File: src/design/rms_flickermeter_filter_chain_top_macros.svh
// Assertion macros used by the flicker filter chain core.
`ifndef RMS_FLICKERMETER_FILTER_CHAIN_TOP_MACROS_SVH
`define RMS_FLICKERMETER_FILTER_CHAIN_TOP_MACROS_SVH

// Checks that the condition post holds in the same cycle as pre.
`define FLK_ASSERT_IMP(lbl, clk, rst_n, pre, post, msg) \
    lbl: assert property (@(posedge clk) disable iff (!rst_n) (pre) |-> (post)) \
        else $error(msg);

// Checks that the condition post holds in the cycle after pre.
`define FLK_ASSERT_NXT(lbl, clk, rst_n, pre, post, msg) \
    lbl: assert property (@(posedge clk) disable iff (!rst_n) (pre) |=> (post)) \
        else $error(msg);

`endif

File: src/design/flk_pkg.sv
// Shared types, constants and build-time helper functions of the flicker filter chain.
package flk_pkg;

    localparam int unsigned SPS_DEFAULT          = 120;
    localparam int unsigned SAMPLE_WIDTH_DEFAULT = 16;
    localparam int unsigned IN_W                 = 16;
    localparam int unsigned DATA_W               = 32;
    localparam int unsigned ACC_W                = 36;
    localparam int unsigned PROD_W               = 64;
    localparam int unsigned STEP_W               = 5;
    localparam int unsigned CFG_IDX_W            = 1;
    localparam int unsigned SCALE_BITS           = 11;

    localparam logic [STEP_W-1:0] STEP_LAST = 5'd17;
    localparam logic [1:0]        WARM_DONE = 2'd2;

    localparam logic [DATA_W-1:0] RECIP_RESET = 32'h4000_0000;
    localparam logic [DATA_W-1:0] SCALE_MUL   = 32'd1000000000;
    localparam logic [PROD_W-1:0] SCALE_BIAS  = 64'd164480;
    localparam int unsigned       DIV_D       = 328960;
    localparam int unsigned       DIV_W       = $clog2(DIV_D);
    localparam logic [PROD_W-1:0] SCALE_LIMIT = 64'(DIV_D) << DATA_W;

    localparam logic signed [DATA_W-1:0] Q_MAX = 32'sh7FFF_FFFF;
    localparam logic signed [DATA_W-1:0] Q_MIN = 32'sh8000_0000;

    typedef logic signed [127:0] t_wide;

    localparam t_wide PI_Q30    = 128'sd3373259426;
    localparam t_wide OMEGA_DIV = 128'sd1000000 <<< (30 - SCALE_BITS);

    typedef enum logic [2:0] {
        ST_IDLE,
        ST_ISSUE,
        ST_MUL,
        ST_DIV,
        ST_DONE
    } t_state;

    typedef enum logic [1:0] {
        K_NORM,
        K_MAC,
        K_SQ,
        K_SCALE
    } t_kind;

    typedef enum logic [2:0] {
        STG_NONE,
        STG_HP,
        STG_BP,
        STG_WT,
        STG_LP
    } t_stage;

    typedef enum logic [CFG_IDX_W-1:0] {
        REG_USE_50HZ   = 1'b0,
        REG_BASE_RECIP = 1'b1
    } t_reg_idx;

    typedef struct packed {
        logic              start;
        logic [DATA_W-1:0] a;
        logic [DATA_W-1:0] b;
    } t_mul_req;

    typedef struct packed {
        logic              start;
        logic [PROD_W-1:0] num;
    } t_div_req;

    function automatic t_wide wabs(input t_wide v);
        return (v < 0) ? -v : v;
    endfunction

    // Angular frequency 2*pi*f in Q.11, f given in micro-hertz.
    function automatic t_wide omega(input t_wide f);
        return (2 * PI_Q30 * f + OMEGA_DIV / 2) / OMEGA_DIV;
    endfunction

    // Rounds a ratio to Q2.30 given q = floor(|n| * 2^31 / d), saturating.
    function automatic logic signed [DATA_W-1:0] qfix(input t_wide n, input t_wide d,
                                                      input t_wide q);
        t_wide r;
        r = (q + 1) >>> 1;
        if (d == 0) return '0;
        if (wabs(n) >= 2 * d) return (n < 0) ? Q_MIN : Q_MAX;
        if (n < 0) return DATA_W'(-r);
        if (r > 128'sd2147483647) return Q_MAX;
        return DATA_W'(r);
    endfunction

    function automatic logic signed [DATA_W-1:0] sat32(input logic signed [ACC_W-1:0] v);
        if (v > 36'sd2147483647) return Q_MAX;
        if (v < -36'sd2147483648) return Q_MIN;
        return v[DATA_W-1:0];
    endfunction

endpackage

File: src/design/flk_mul.sv
// Bit-serial unsigned 32 by 32 multiplier, one multiplier bit per cycle.
module flk_mul
    import flk_pkg::*;
(
    input  logic              i_clk,
    input  logic              i_rst_n,
    input  t_mul_req          i_req,
    output logic              o_done,
    output logic [PROD_W-1:0] o_prod
);

    localparam logic [4:0] CNT_LAST = 5'(DATA_W - 1);

    logic              r_busy;
    logic              r_done;
    logic [4:0]        r_cnt;
    logic [PROD_W-1:0] r_acc;
    logic [DATA_W-1:0] r_mcand;
    logic [DATA_W:0]   sum;

    assign sum = {1'b0, r_acc[PROD_W-1:DATA_W]} + (r_acc[0] ? {1'b0, r_mcand} : '0);

    always_ff @(posedge i_clk) begin
        if (!i_rst_n) begin
            r_busy <= 1'b0;
            r_done <= 1'b0;
            r_cnt  <= '0;
        end else begin
            r_done <= 1'b0;
            if (i_req.start) begin
                r_busy  <= 1'b1;
                r_cnt   <= '0;
                r_acc   <= {{DATA_W{1'b0}}, i_req.b};
                r_mcand <= i_req.a;
            end else if (r_busy) begin
                r_acc <= {sum, r_acc[DATA_W-1:1]};
                r_cnt <= r_cnt + 5'd1;
                if (r_cnt == CNT_LAST) begin
                    r_busy <= 1'b0;
                    r_done <= 1'b1;
                end
            end
        end
    end

    assign o_done = r_done;
    assign o_prod = r_acc;

endmodule

File: src/design/flk_div.sv
// Bit-serial restoring divider by the fixed output scale divisor, one quotient bit per cycle.
module flk_div
    import flk_pkg::*;
(
    input  logic              i_clk,
    input  logic              i_rst_n,
    input  t_div_req          i_req,
    output logic              o_done,
    output logic [DATA_W-1:0] o_quot
);

    localparam logic [DIV_W:0] DIVISOR  = (DIV_W + 1)'(DIV_D);
    localparam logic [4:0]     CNT_LAST = 5'(DATA_W - 1);

    logic              r_busy;
    logic              r_done;
    logic [4:0]        r_cnt;
    logic [DIV_W-1:0]  r_rem;
    logic [DATA_W-1:0] r_q;
    logic [DIV_W:0]    trial;
    logic [DIV_W:0]    diff;
    logic              ge;

    assign trial = {r_rem, r_q[DATA_W-1]};
    assign ge    = trial >= DIVISOR;
    assign diff  = trial - DIVISOR;

    always_ff @(posedge i_clk) begin
        if (!i_rst_n) begin
            r_busy <= 1'b0;
            r_done <= 1'b0;
            r_cnt  <= '0;
        end else begin
            r_done <= 1'b0;
            if (i_req.start) begin
                r_busy <= 1'b1;
                r_cnt  <= '0;
                r_rem  <= i_req.num[DATA_W+DIV_W-1:DATA_W];
                r_q    <= i_req.num[DATA_W-1:0];
            end else if (r_busy) begin
                r_rem <= ge ? diff[DIV_W-1:0] : trial[DIV_W-1:0];
                r_q   <= {r_q[DATA_W-2:0], ge};
                r_cnt <= r_cnt + 5'd1;
                if (r_cnt == CNT_LAST) begin
                    r_busy <= 1'b0;
                    r_done <= 1'b1;
                end
            end
        end
    end

    assign o_done = r_done;
    assign o_quot = r_q;

endmodule

File: src/design/flk_core.sv
// Sequencer, filter state and accumulator of the flicker weighting chain.
`include "rms_flickermeter_filter_chain_top_macros.svh"
module flk_core
    import flk_pkg::*;
#(
    parameter int unsigned SAMPLES_PER_SECOND = SPS_DEFAULT,
    parameter int unsigned SAMPLE_WIDTH       = SAMPLE_WIDTH_DEFAULT
) (
    input  logic              i_clk,
    input  logic              i_rst_n,
    input  logic              i_start,
    input  logic [IN_W-1:0]   i_sample,
    input  logic              i_restart,
    input  logic              i_use_50hz_set,
    input  logic [DATA_W-1:0] i_base_voltage_recip,
    input  logic              i_out_free,
    output logic              o_idle,
    output logic              o_done,
    output logic [DATA_W-1:0] o_result
);

    // Common filter constants.
    localparam t_wide FS   = t_wide'(SAMPLES_PER_SECOND);
    localparam t_wide FSS  = FS <<< SCALE_BITS;
    localparam t_wide Q4   = 4 * FSS * FSS;
    localparam t_wide HP_V = (20 * FS) <<< 30;
    localparam t_wide HP_D = HP_V + PI_Q30;
    localparam t_wide HA_N = PI_Q30 - HP_V;
    localparam t_wide LG_N = 128'sd5;
    localparam t_wide LP_D = 5 + 3 * FS;
    localparam t_wide LA_N = 5 - 3 * FS;

    localparam logic signed [31:0] C_HG = qfix(HP_V, HP_D, (wabs(HP_V) <<< 31) / HP_D);
    localparam logic signed [31:0] C_HA = qfix(HA_N, HP_D, (wabs(HA_N) <<< 31) / HP_D);
    localparam logic signed [31:0] C_LG = qfix(LG_N, LP_D, (wabs(LG_N) <<< 31) / LP_D);
    localparam logic signed [31:0] C_LA = qfix(LA_N, LP_D, (wabs(LA_N) <<< 31) / LP_D);

    // 60 Hz lamp set.
    localparam t_wide S6_KN  = 128'sd16357;
    localparam t_wide S6_KD  = 128'sd7830;
    localparam t_wide S6_LAM = omega(128'sd4167375);
    localparam t_wide S6_W1  = omega(128'sd9077169);
    localparam t_wide S6_W2  = omega(128'sd2939902);
    localparam t_wide S6_W3  = omega(128'sd1394468);
    localparam t_wide S6_W4  = omega(128'sd17315120);
    localparam t_wide S6_A0  = S6_W1 * S6_W1 + 4 * S6_LAM * FSS + Q4;
    localparam t_wide S6_BN  = 2 * S6_KN * S6_W1 * FSS;
    localparam t_wide S6_BD  = S6_KD * S6_A0;
    localparam t_wide S6_A1N = 2 * S6_W1 * S6_W1 - 8 * FSS * FSS;
    localparam t_wide S6_A2N = S6_W1 * S6_W1 - 4 * S6_LAM * FSS + Q4;
    localparam t_wide S6_PR  = S6_W3 * S6_W4;
    localparam t_wide S6_SM  = S6_W3 + S6_W4;
    localparam t_wide S6_D0  = S6_PR + 2 * FSS * S6_SM + Q4;
    localparam t_wide S6_WD  = S6_W2 * S6_D0;
    localparam t_wide S6_C0N = S6_PR * (S6_W2 + 2 * FSS);
    localparam t_wide S6_C1N = S6_PR * 2 * S6_W2;
    localparam t_wide S6_C2N = S6_PR * (S6_W2 - 2 * FSS);
    localparam t_wide S6_E1N = 2 * S6_PR - 8 * FSS * FSS;
    localparam t_wide S6_E2N = S6_PR - 2 * FSS * S6_SM + Q4;

    localparam logic signed [31:0] S6_B0 = qfix(S6_BN, S6_BD, (wabs(S6_BN) <<< 31) / S6_BD);
    localparam logic signed [31:0] S6_A1 = qfix(S6_A1N, S6_A0, (wabs(S6_A1N) <<< 31) / S6_A0);
    localparam logic signed [31:0] S6_A2 = qfix(S6_A2N, S6_A0, (wabs(S6_A2N) <<< 31) / S6_A0);
    localparam logic signed [31:0] S6_C0 = qfix(S6_C0N, S6_WD, (wabs(S6_C0N) <<< 31) / S6_WD);
    localparam logic signed [31:0] S6_C1 = qfix(S6_C1N, S6_WD, (wabs(S6_C1N) <<< 31) / S6_WD);
    localparam logic signed [31:0] S6_C2 = qfix(S6_C2N, S6_WD, (wabs(S6_C2N) <<< 31) / S6_WD);
    localparam logic signed [31:0] S6_E1 = qfix(S6_E1N, S6_D0, (wabs(S6_E1N) <<< 31) / S6_D0);
    localparam logic signed [31:0] S6_E2 = qfix(S6_E2N, S6_D0, (wabs(S6_E2N) <<< 31) / S6_D0);

    // 50 Hz lamp set.
    localparam t_wide S5_KN  = 128'sd174802;
    localparam t_wide S5_KD  = 128'sd100000;
    localparam t_wide S5_LAM = omega(128'sd4059810);
    localparam t_wide S5_W1  = omega(128'sd9154940);
    localparam t_wide S5_W2  = omega(128'sd2279790);
    localparam t_wide S5_W3  = omega(128'sd1225350);
    localparam t_wide S5_W4  = omega(128'sd21900000);
    localparam t_wide S5_A0  = S5_W1 * S5_W1 + 4 * S5_LAM * FSS + Q4;
    localparam t_wide S5_BN  = 2 * S5_KN * S5_W1 * FSS;
    localparam t_wide S5_BD  = S5_KD * S5_A0;
    localparam t_wide S5_A1N = 2 * S5_W1 * S5_W1 - 8 * FSS * FSS;
    localparam t_wide S5_A2N = S5_W1 * S5_W1 - 4 * S5_LAM * FSS + Q4;
    localparam t_wide S5_PR  = S5_W3 * S5_W4;
    localparam t_wide S5_SM  = S5_W3 + S5_W4;
    localparam t_wide S5_D0  = S5_PR + 2 * FSS * S5_SM + Q4;
    localparam t_wide S5_WD  = S5_W2 * S5_D0;
    localparam t_wide S5_C0N = S5_PR * (S5_W2 + 2 * FSS);
    localparam t_wide S5_C1N = S5_PR * 2 * S5_W2;
    localparam t_wide S5_C2N = S5_PR * (S5_W2 - 2 * FSS);
    localparam t_wide S5_E1N = 2 * S5_PR - 8 * FSS * FSS;
    localparam t_wide S5_E2N = S5_PR - 2 * FSS * S5_SM + Q4;

    localparam logic signed [31:0] S5_B0 = qfix(S5_BN, S5_BD, (wabs(S5_BN) <<< 31) / S5_BD);
    localparam logic signed [31:0] S5_A1 = qfix(S5_A1N, S5_A0, (wabs(S5_A1N) <<< 31) / S5_A0);
    localparam logic signed [31:0] S5_A2 = qfix(S5_A2N, S5_A0, (wabs(S5_A2N) <<< 31) / S5_A0);
    localparam logic signed [31:0] S5_C0 = qfix(S5_C0N, S5_WD, (wabs(S5_C0N) <<< 31) / S5_WD);
    localparam logic signed [31:0] S5_C1 = qfix(S5_C1N, S5_WD, (wabs(S5_C1N) <<< 31) / S5_WD);
    localparam logic signed [31:0] S5_C2 = qfix(S5_C2N, S5_WD, (wabs(S5_C2N) <<< 31) / S5_WD);
    localparam logic signed [31:0] S5_E1 = qfix(S5_E1N, S5_D0, (wabs(S5_E1N) <<< 31) / S5_D0);
    localparam logic signed [31:0] S5_E2 = qfix(S5_E2N, S5_D0, (wabs(S5_E2N) <<< 31) / S5_D0);

    t_state r_state, n_state;

    logic [STEP_W-1:0]       r_step;
    logic [SAMPLE_WIDTH-1:0] r_smp;
    logic signed [31:0]      r_x, r_sq;
    logic signed [31:0]      r_hp_in, r_hp_out;
    logic signed [31:0]      r_bp_in0, r_bp_in1, r_bp_out0, r_bp_out1;
    logic signed [31:0]      r_wt_in0, r_wt_in1, r_wt_out0, r_wt_out1;
    logic signed [31:0]      r_lp_in, r_lp_out;
    logic [1:0]              r_warm;
    logic signed [ACC_W-1:0] r_acc;
    logic                    r_neg;
    logic [DATA_W-1:0]       r_result;

    logic [DATA_W-1:0]       samp_ext;
    t_kind                   kind;
    t_stage                  stage;
    logic [DATA_W-1:0]       op_a, op_b;
    logic                    first, sub;
    logic                    sgn_a, sgn_b;
    logic [DATA_W-1:0]       mag_a, mag_b;
    logic signed [31:0]      k_b0, k_a1, k_a2, k_c0, k_c1, k_c2, k_e1, k_e2;

    t_mul_req                mul_req;
    t_div_req                div_req;
    logic                    mul_done, div_done;
    logic [PROD_W-1:0]       prod;
    logic [DATA_W-1:0]       div_quot;

    logic [PROD_W-1:0]       rnd_norm, rnd_mac, rnd_sq, scale_num;
    logic [DATA_W:0]         mac_mag;
    logic signed [ACC_W-1:0] term, acc_new;
    logic signed [31:0]      stage_val, x_sat, sq_sat;
    logic                    lp_pos, scale_sat;

    assign samp_ext = DATA_W'(i_sample);

    assign k_b0 = i_use_50hz_set ? S5_B0 : S6_B0;
    assign k_a1 = i_use_50hz_set ? S5_A1 : S6_A1;
    assign k_a2 = i_use_50hz_set ? S5_A2 : S6_A2;
    assign k_c0 = i_use_50hz_set ? S5_C0 : S6_C0;
    assign k_c1 = i_use_50hz_set ? S5_C1 : S6_C1;
    assign k_c2 = i_use_50hz_set ? S5_C2 : S6_C2;
    assign k_e1 = i_use_50hz_set ? S5_E1 : S6_E1;
    assign k_e2 = i_use_50hz_set ? S5_E2 : S6_E2;

    // Microcode: one multiplication per step, stage results written on the last term.
    always_comb begin
        kind  = K_MAC;
        stage = STG_NONE;
        op_a  = '0;
        op_b  = '0;
        first = 1'b0;
        sub   = 1'b0;
        case (r_step)
            5'd0:  begin kind = K_NORM; op_a = i_base_voltage_recip; op_b = DATA_W'(r_smp); end
            5'd1:  begin op_a = C_HG; op_b = r_x;       first = 1'b1; end
            5'd2:  begin op_a = C_HG; op_b = r_hp_in;   sub = 1'b1; end
            5'd3:  begin op_a = C_HA; op_b = r_hp_out;  sub = 1'b1; stage = STG_HP; end
            5'd4:  begin op_a = k_b0; op_b = r_hp_out;  first = 1'b1; end
            5'd5:  begin op_a = k_b0; op_b = r_bp_in1;  sub = 1'b1; end
            5'd6:  begin op_a = k_a1; op_b = r_bp_out0; sub = 1'b1; end
            5'd7:  begin op_a = k_a2; op_b = r_bp_out1; sub = 1'b1; stage = STG_BP; end
            5'd8:  begin op_a = k_c0; op_b = r_bp_out0; first = 1'b1; end
            5'd9:  begin op_a = k_c1; op_b = r_wt_in0; end
            5'd10: begin op_a = k_c2; op_b = r_wt_in1; end
            5'd11: begin op_a = k_e1; op_b = r_wt_out0; sub = 1'b1; end
            5'd12: begin op_a = k_e2; op_b = r_wt_out1; sub = 1'b1; stage = STG_WT; end
            5'd13: begin kind = K_SQ; op_a = r_wt_out0; op_b = r_wt_out0; end
            5'd14: begin op_a = C_LG; op_b = r_sq;      first = 1'b1; end
            5'd15: begin op_a = C_LG; op_b = r_lp_in; end
            5'd16: begin op_a = C_LA; op_b = r_lp_out;  sub = 1'b1; stage = STG_LP; end
            5'd17: begin kind = K_SCALE; op_a = SCALE_MUL; op_b = r_lp_out; end
            default: begin kind = K_NORM; end
        endcase
    end

    assign sgn_a = (kind != K_NORM) && op_a[DATA_W-1];
    assign sgn_b = (kind != K_NORM) && op_b[DATA_W-1];
    assign mag_a = sgn_a ? (~op_a + 32'd1) : op_a;
    assign mag_b = sgn_b ? (~op_b + 32'd1) : op_b;

    assign rnd_norm  = prod + 64'd32;
    assign rnd_mac   = prod + (64'd1 << 29);
    assign rnd_sq    = prod + (64'd1 << 23);
    assign scale_num = prod + SCALE_BIAS;

    assign mac_mag   = rnd_mac[62:30];
    assign term      = r_neg ? -$signed(ACC_W'(mac_mag)) : $signed(ACC_W'(mac_mag));
    assign acc_new   = (first ? '0 : r_acc) + (sub ? -term : term);
    assign stage_val = sat32(acc_new);

    assign x_sat  = (|rnd_norm[63:37]) ? Q_MAX : {1'b0, rnd_norm[36:6]};
    assign sq_sat = (|rnd_sq[63:55]) ? Q_MAX : {1'b0, rnd_sq[54:24]};

    assign lp_pos    = !r_lp_out[31] && (r_lp_out != '0);
    assign scale_sat = scale_num >= SCALE_LIMIT;

    always_ff @(posedge i_clk) begin
        if (!i_rst_n) begin
            r_state <= ST_IDLE;
        end else begin
            r_state <= n_state;
        end
    end

    always_comb begin
        n_state       = r_state;
        mul_req.start = 1'b0;
        mul_req.a     = mag_a;
        mul_req.b     = mag_b;
        div_req.start = 1'b0;
        div_req.num   = scale_num;
        case (r_state)
            ST_IDLE: begin
                if (i_start) n_state = ST_ISSUE;
            end
            ST_ISSUE: begin
                mul_req.start = 1'b1;
                n_state       = ST_MUL;
            end
            ST_MUL: begin
                if (mul_done) begin
                    if (r_step == STEP_LAST) begin
                        if (!lp_pos || scale_sat) begin
                            n_state = ST_DONE;
                        end else begin
                            div_req.start = 1'b1;
                            n_state       = ST_DIV;
                        end
                    end else begin
                        n_state = ST_ISSUE;
                    end
                end
            end
            ST_DIV: begin
                if (div_done) n_state = ST_DONE;
            end
            ST_DONE: begin
                if (i_out_free) n_state = ST_IDLE;
            end
            default: n_state = ST_IDLE;
        endcase
    end

    always_ff @(posedge i_clk) begin
        if (!i_rst_n) begin
            r_step    <= '0;
            r_warm    <= '0;
            r_hp_in   <= '0;
            r_hp_out  <= '0;
            r_bp_in0  <= '0;
            r_bp_in1  <= '0;
            r_bp_out0 <= '0;
            r_bp_out1 <= '0;
            r_wt_in0  <= '0;
            r_wt_in1  <= '0;
            r_wt_out0 <= '0;
            r_wt_out1 <= '0;
            r_lp_in   <= '0;
            r_lp_out  <= '0;
        end else begin
            if (r_state == ST_IDLE && i_start) begin
                r_step <= '0;
                r_smp  <= samp_ext[SAMPLE_WIDTH-1:0];
                if (i_restart) begin
                    r_warm    <= '0;
                    r_hp_in   <= '0;
                    r_hp_out  <= '0;
                    r_bp_in0  <= '0;
                    r_bp_in1  <= '0;
                    r_bp_out0 <= '0;
                    r_bp_out1 <= '0;
                    r_wt_in0  <= '0;
                    r_wt_in1  <= '0;
                    r_wt_out0 <= '0;
                    r_wt_out1 <= '0;
                    r_lp_in   <= '0;
                    r_lp_out  <= '0;
                end
            end
            if (r_state == ST_ISSUE) begin
                r_neg <= sgn_a ^ sgn_b;
            end
            if (r_state == ST_MUL && mul_done) begin
                if (r_step != STEP_LAST) r_step <= r_step + 5'd1;
                case (kind)
                    K_NORM:  r_x <= x_sat;
                    K_SQ:    r_sq <= sq_sat;
                    K_SCALE: r_result <= lp_pos ? '1 : '0;
                    K_MAC: begin
                        r_acc <= acc_new;
                        case (stage)
                            STG_HP: begin
                                r_hp_in  <= r_x;
                                r_hp_out <= (r_warm == 2'd0) ? '0 : stage_val;
                            end
                            STG_BP: begin
                                r_bp_in1  <= r_bp_in0;
                                r_bp_in0  <= r_hp_out;
                                r_bp_out1 <= r_bp_out0;
                                r_bp_out0 <= (r_warm != WARM_DONE) ? '0 : stage_val;
                            end
                            STG_WT: begin
                                r_wt_in1  <= r_wt_in0;
                                r_wt_in0  <= r_bp_out0;
                                r_wt_out1 <= r_wt_out0;
                                r_wt_out0 <= (r_warm != WARM_DONE) ? '0 : stage_val;
                            end
                            STG_LP: begin
                                r_lp_in  <= r_sq;
                                r_lp_out <= (r_warm == 2'd0) ? '0 : stage_val;
                                if (r_warm != WARM_DONE) r_warm <= r_warm + 2'd1;
                            end
                            default: ;
                        endcase
                    end
                    default: ;
                endcase
            end
            if (r_state == ST_DIV && div_done) begin
                r_result <= div_quot;
            end
        end
    end

    flk_mul u_mul (
        .i_clk   (i_clk),
        .i_rst_n (i_rst_n),
        .i_req   (mul_req),
        .o_done  (mul_done),
        .o_prod  (prod)
    );

    flk_div u_div (
        .i_clk   (i_clk),
        .i_rst_n (i_rst_n),
        .i_req   (div_req),
        .o_done  (div_done),
        .o_quot  (div_quot)
    );

    assign o_idle   = (r_state == ST_IDLE);
    assign o_done   = (r_state == ST_DONE);
    assign o_result = r_result;

    `FLK_ASSERT_IMP(a_start_idle, i_clk, i_rst_n, i_start, r_state == ST_IDLE, "start outside idle")
    `FLK_ASSERT_NXT(a_issue_mul, i_clk, i_rst_n, r_state == ST_ISSUE, r_state == ST_MUL, "issue did not start a multiply")
    `FLK_ASSERT_IMP(a_step_range, i_clk, i_rst_n, r_state != ST_IDLE, r_step <= STEP_LAST, "step past end of program")
    `FLK_ASSERT_IMP(a_warm_range, i_clk, i_rst_n, 1'b1, r_warm <= WARM_DONE, "warm-up count out of range")
    `FLK_ASSERT_NXT(a_done_release, i_clk, i_rst_n, r_state == ST_DONE && i_out_free, r_state == ST_IDLE, "result not released")

endmodule

File: src/design/rms_flickermeter_filter_chain_top.sv
// Top level of the instantaneous flicker filter chain with stream ports and configuration.
//
// Each accepted word is one RMS sample; one flicker word comes out per sample. All
// multiplications run through one bit-serial 32 by 32 multiplier: a sample takes 18
// multiplications, each an issue, a shift-add pass and a result, followed by the
// bit-serial output divider when the result is neither zero nor saturated. A new
// sample is accepted as soon as the previous one has moved into the output register.
module rms_flickermeter_filter_chain_top
    import flk_pkg::*;
#(
    parameter int unsigned SAMPLES_PER_SECOND = SPS_DEFAULT,
    parameter int unsigned SAMPLE_WIDTH       = SAMPLE_WIDTH_DEFAULT
) (
    input  logic                 i_clk,
    input  logic                 i_rst_n,
    input  logic                 s_axis_tvalid,
    output logic                 s_axis_tready,
    input  logic [IN_W-1:0]      s_axis_tdata,   // [15:0] rms_level
    input  logic                 s_axis_tuser,   // [0] restart
    output logic                 m_axis_tvalid,
    input  logic                 m_axis_tready,
    output logic [DATA_W-1:0]    m_axis_tdata,   // [31:0] inst_flicker
    input  logic                 i_cfg_we,
    input  logic [CFG_IDX_W-1:0] i_cfg_idx,
    input  logic [DATA_W-1:0]    i_cfg_wdata
);

    logic              r_use_50hz_set;
    logic [DATA_W-1:0] r_base_voltage_recip;
    logic              r_out_valid;
    logic [DATA_W-1:0] r_out_data;
    logic              core_idle;
    logic              core_done;
    logic [DATA_W-1:0] core_result;
    logic              out_free;
    logic              in_accept;

    assign out_free  = !r_out_valid || m_axis_tready;
    assign in_accept = s_axis_tvalid && core_idle;

    always_ff @(posedge i_clk) begin
        if (!i_rst_n) begin
            r_use_50hz_set       <= 1'b0;
            r_base_voltage_recip <= RECIP_RESET;
        end else if (i_cfg_we) begin
            case (t_reg_idx'(i_cfg_idx))
                REG_USE_50HZ:   r_use_50hz_set <= i_cfg_wdata[0];
                REG_BASE_RECIP: r_base_voltage_recip <= i_cfg_wdata;
                default: ;
            endcase
        end
    end

    always_ff @(posedge i_clk) begin
        if (!i_rst_n) begin
            r_out_valid <= 1'b0;
        end else begin
            if (core_done && out_free) begin
                r_out_valid <= 1'b1;
                r_out_data  <= core_result;
            end else if (m_axis_tready) begin
                r_out_valid <= 1'b0;
            end
        end
    end

    flk_core #(
        .SAMPLES_PER_SECOND (SAMPLES_PER_SECOND),
        .SAMPLE_WIDTH       (SAMPLE_WIDTH)
    ) u_core (
        .i_clk                (i_clk),
        .i_rst_n              (i_rst_n),
        .i_start              (in_accept),
        .i_sample             (s_axis_tdata),
        .i_restart            (s_axis_tuser),
        .i_use_50hz_set       (r_use_50hz_set),
        .i_base_voltage_recip (r_base_voltage_recip),
        .i_out_free           (out_free),
        .o_idle               (core_idle),
        .o_done               (core_done),
        .o_result             (core_result)
    );

    assign s_axis_tready = core_idle;
    assign m_axis_tvalid = r_out_valid;
    assign m_axis_tdata  = r_out_data;

endmodule

File: config.mk
export PLATFORM = sky130hd
export DESIGN_NAME = rms_flickermeter_filter_chain_top
export DESIGN_NICKNAME = d
export VERILOG_FILES = /design/src/design/flk_pkg.sv /design/src/design/flk_mul.sv /design/src/design/flk_div.sv /design/src/design/flk_core.sv /design/src/design/rms_flickermeter_filter_chain_top.sv
export VERILOG_INCLUDE_DIRS = /design/src /design/src/design
export SDC_FILE = /design/constraint.sdc
export NUM_CORES = 2
export LEC_CHECK = 0
export BUFFER_PORTS_ARGS = -buffer_cell sky130_fd_sc_hd__buf_2
export CAP_MARGIN = 20
export CORE_AREA = 2 2 378 380
export CTS_CLUSTER_DIAMETER = 120
export CTS_CLUSTER_SIZE = 12
export DETAILED_ROUTE_END_ITERATION = 8
export DIE_AREA = 0 0 380 382
export PLACE_DENSITY = 0.5
export SYNTH_ARGS = -nofsm -noshare
export SYNTH_HDL_FRONTEND = slang
export SYNTH_HIERARCHICAL = 1
export SYNTH_SLANG_ARGS = --single-unit
File: constraint.sdc
create_clock -name i_clk -period 17.2 [get_ports i_clk]
set_clock_uncertainty 0.05 [all_clocks]
set_input_delay 3.44 -clock i_clk [delete_from_list [all_inputs] [get_ports i_clk]]
set_output_delay 3.44 -clock i_clk [all_outputs]
set_load 0.03 [all_outputs]
==> impl_metrics.ini <==
[grt]
antenna_found_initial = 6
grt_pass1_vias = 34800
gr-total-overflow = 0
grt_max_degree = 71
grt_pass1_wl_um = 244000
grt.total_usage_pct = 22.5

[place]
dp_hpwl_um = 120000
io_buffers = 88
dp_slack_ns = 8.15
gp_congestion = 0.906

[layout]
final_common_cell = nand2_1
finish.utilization_pct = 33.0
fin_nets = 4587
final_cell_mix = nand2_1 (554), dfxtp_1 (440), a21oi_1 (336)
fillers = 14700
largest_reg_flops = 64
syn_to_final_growth_pct = 10.7
drive_above_1_share_pct = 10.4

[synth]
synth_nets = 4683
netlist_instances = 4540
syn_avg_cell_area_um2 = 9.25
synth_area_um2 = 42000
ys.warnings.count = 6

[die]
core_area_um2 = 141000
row_count = 138
dieHeight_um = 382
start_util_pct = 29.8
die_w_um = 380
die_area_um2 = 145000
ios = 89

[timing]
rsz0062_at_grt = false
tightest_slew_ns = 1.16
max_freq_ghz = 0.108
hold_viol_final = 0
relSlewSlack_pct = 20.4
setup-tns-final_ns = 0
setup_viol = 0
fin_hold_ws_ns = 0.355
fin_crit_sh_pct = 53.9
min_period_ns = 9.26
setup_slack_ns = 7.94
maxSlewViolCount = 0

[clock_tree]
cts-buffers-inserted = 74
clockRootBuffer = clkbuf_16
htree_levels = 3
postCtsSetupRepairBufs = 0
cts_resized = 0
clkTransAtPathRegs_ns = 0.07
cts_tree = yes
clk_path_buf_depth = 3
clkSinkCount = 768
cts_hold_repair.buffers = 0
insertion_delay_ns = 0.69

[worst_setup_path]
cp_max_fo = 41
crit_type = flip-flop to flip-flop
start_kind = flip-flop
regToRegEndpoint = u_core/r_bp_out0[18]$_SDFF_PN0_
ff2ff_path_depth = 27
r2r-start = u_core/u_mul/o_prod[30]$_DFFE_PP_
rrSetupSlack_ns = 7.94
endpoint_kind = flip-flop
crit_arrival_ns = 9.78
cp-startpoint = u_core/u_mul/o_prod[30]$_DFFE_PP_
critical_path_required_ns = 17.71

[routing]
drt_iter0_drc = 4042
viasPerCell = 5.75
vias = 36700
wl_per_cell_um = 26.6
ant_nets = 0
drc = 0
firstDrtPassIters = 8
wl_um = 170000

[pwr]
p_per_area_nw_per_um2 = 87.6
p_leak_nw = 16.2
total_power_mw = 4.07
peakVddDrop_mv = 0.0600

[hold_path]
holdPathStages = 0
hold_path_class = flip-flop to flip-flop
min_to = m_axis_tdata[23]$_DFFE_PP_
min_from = u_core/o_result[23]$_DFFE_PP_

[run]
max-cap-violations = 0

[outcome]
status = finished clean
==> area by class of cell <==
| type | instances | area [um2] | share of cell area, % |
|---|---|---|---|
| Clock inverter | 8 | 129 | 0.277 |
| Antenna cell | 7 | 17.5 | 0.0377 |
| Clock buffer | 111 | 2010 | 4.33 |
| Multi-Input combinational cell | 3354 | 21900 | 47.1 |
| Sequential cell | 768 | 18600 | 40.1 |
| Timing Repair Buffer | 184 | 1190 | 2.57 |
| Tap cell | 1890 | 2360 | 5.09 |
| Inverter | 62 | 235 | 0.506 |
==> layer usage <==
metal	vias to the layer above	track usage [%]	part of all wire, %
met1	18100	29.1	41
met3	319	4.58	8.2
met5	-	0	0
li1	16600	-	-
met4	0	11.3	5.5
met2	1613	35.7	45
==> metrics by stage <==
stage,instance area (um2),std cells
floorplan,42000,4540
global placement,44300,6256
detailed placement,44300,6257
CTS,46400,6376
global route,46500,6378
finish,46500,6384
==> worst max-delay path: stages, from the launching register on <==
cell	delay [ns]
edfxtp_1	0.63
ha_1	0.45
nand3_1	0.26
xnor2_1	0.53
nand4_1	0.37
o41ai_1	0.44
nand2_1	0.11
mux2_2	0.30
a2111oi_0	0.80
or3b_2	0.57
o21ai_0	0.22
xor2_1	0.09
ha_1	0.39
o21a_1	0.14
o21ai_0	0.07
nand2b_1	0.08
a21oi_1	0.10
or3_1	0.41
o21ai_0	0.31
nand2_1	0.13
a311oi_1	0.35
a31oi_1	0.15
xnor2_1	0.37
xnor2_4	0.15
buf_4	0.46
nand3b_1	0.58
buf_4	0.44
o211ai_1	0.14
==> worst max path at each step <==
stage,end,slack (ns)
after floorplan,u_core/r_hp_out[10]$_SDFF_PN0_,10.32
after global placement,u_core/r_bp_out0[18]$_SDFF_PN0_,8.16
after detailed placement,u_core/r_bp_out0[18]$_SDFF_PN0_,8.15
after CTS,u_core/r_bp_out0[18]$_SDFF_PN0_,8.08
after global routing,u_core/r_bp_out0[17]$_SDFF_PN0_,7.26
final,u_core/r_bp_out0[18]$_SDFF_PN0_,7.94
==> power by group <==
part           internal, mW  total, mW  leakage [nW]  switching, mW
clock                 0.815       1.57          1.03          0.754
combinational         0.169      0.521          8.33          0.352
sequential             1.93       1.98          6.83         0.0498
(Power assumes the default switching activity.)
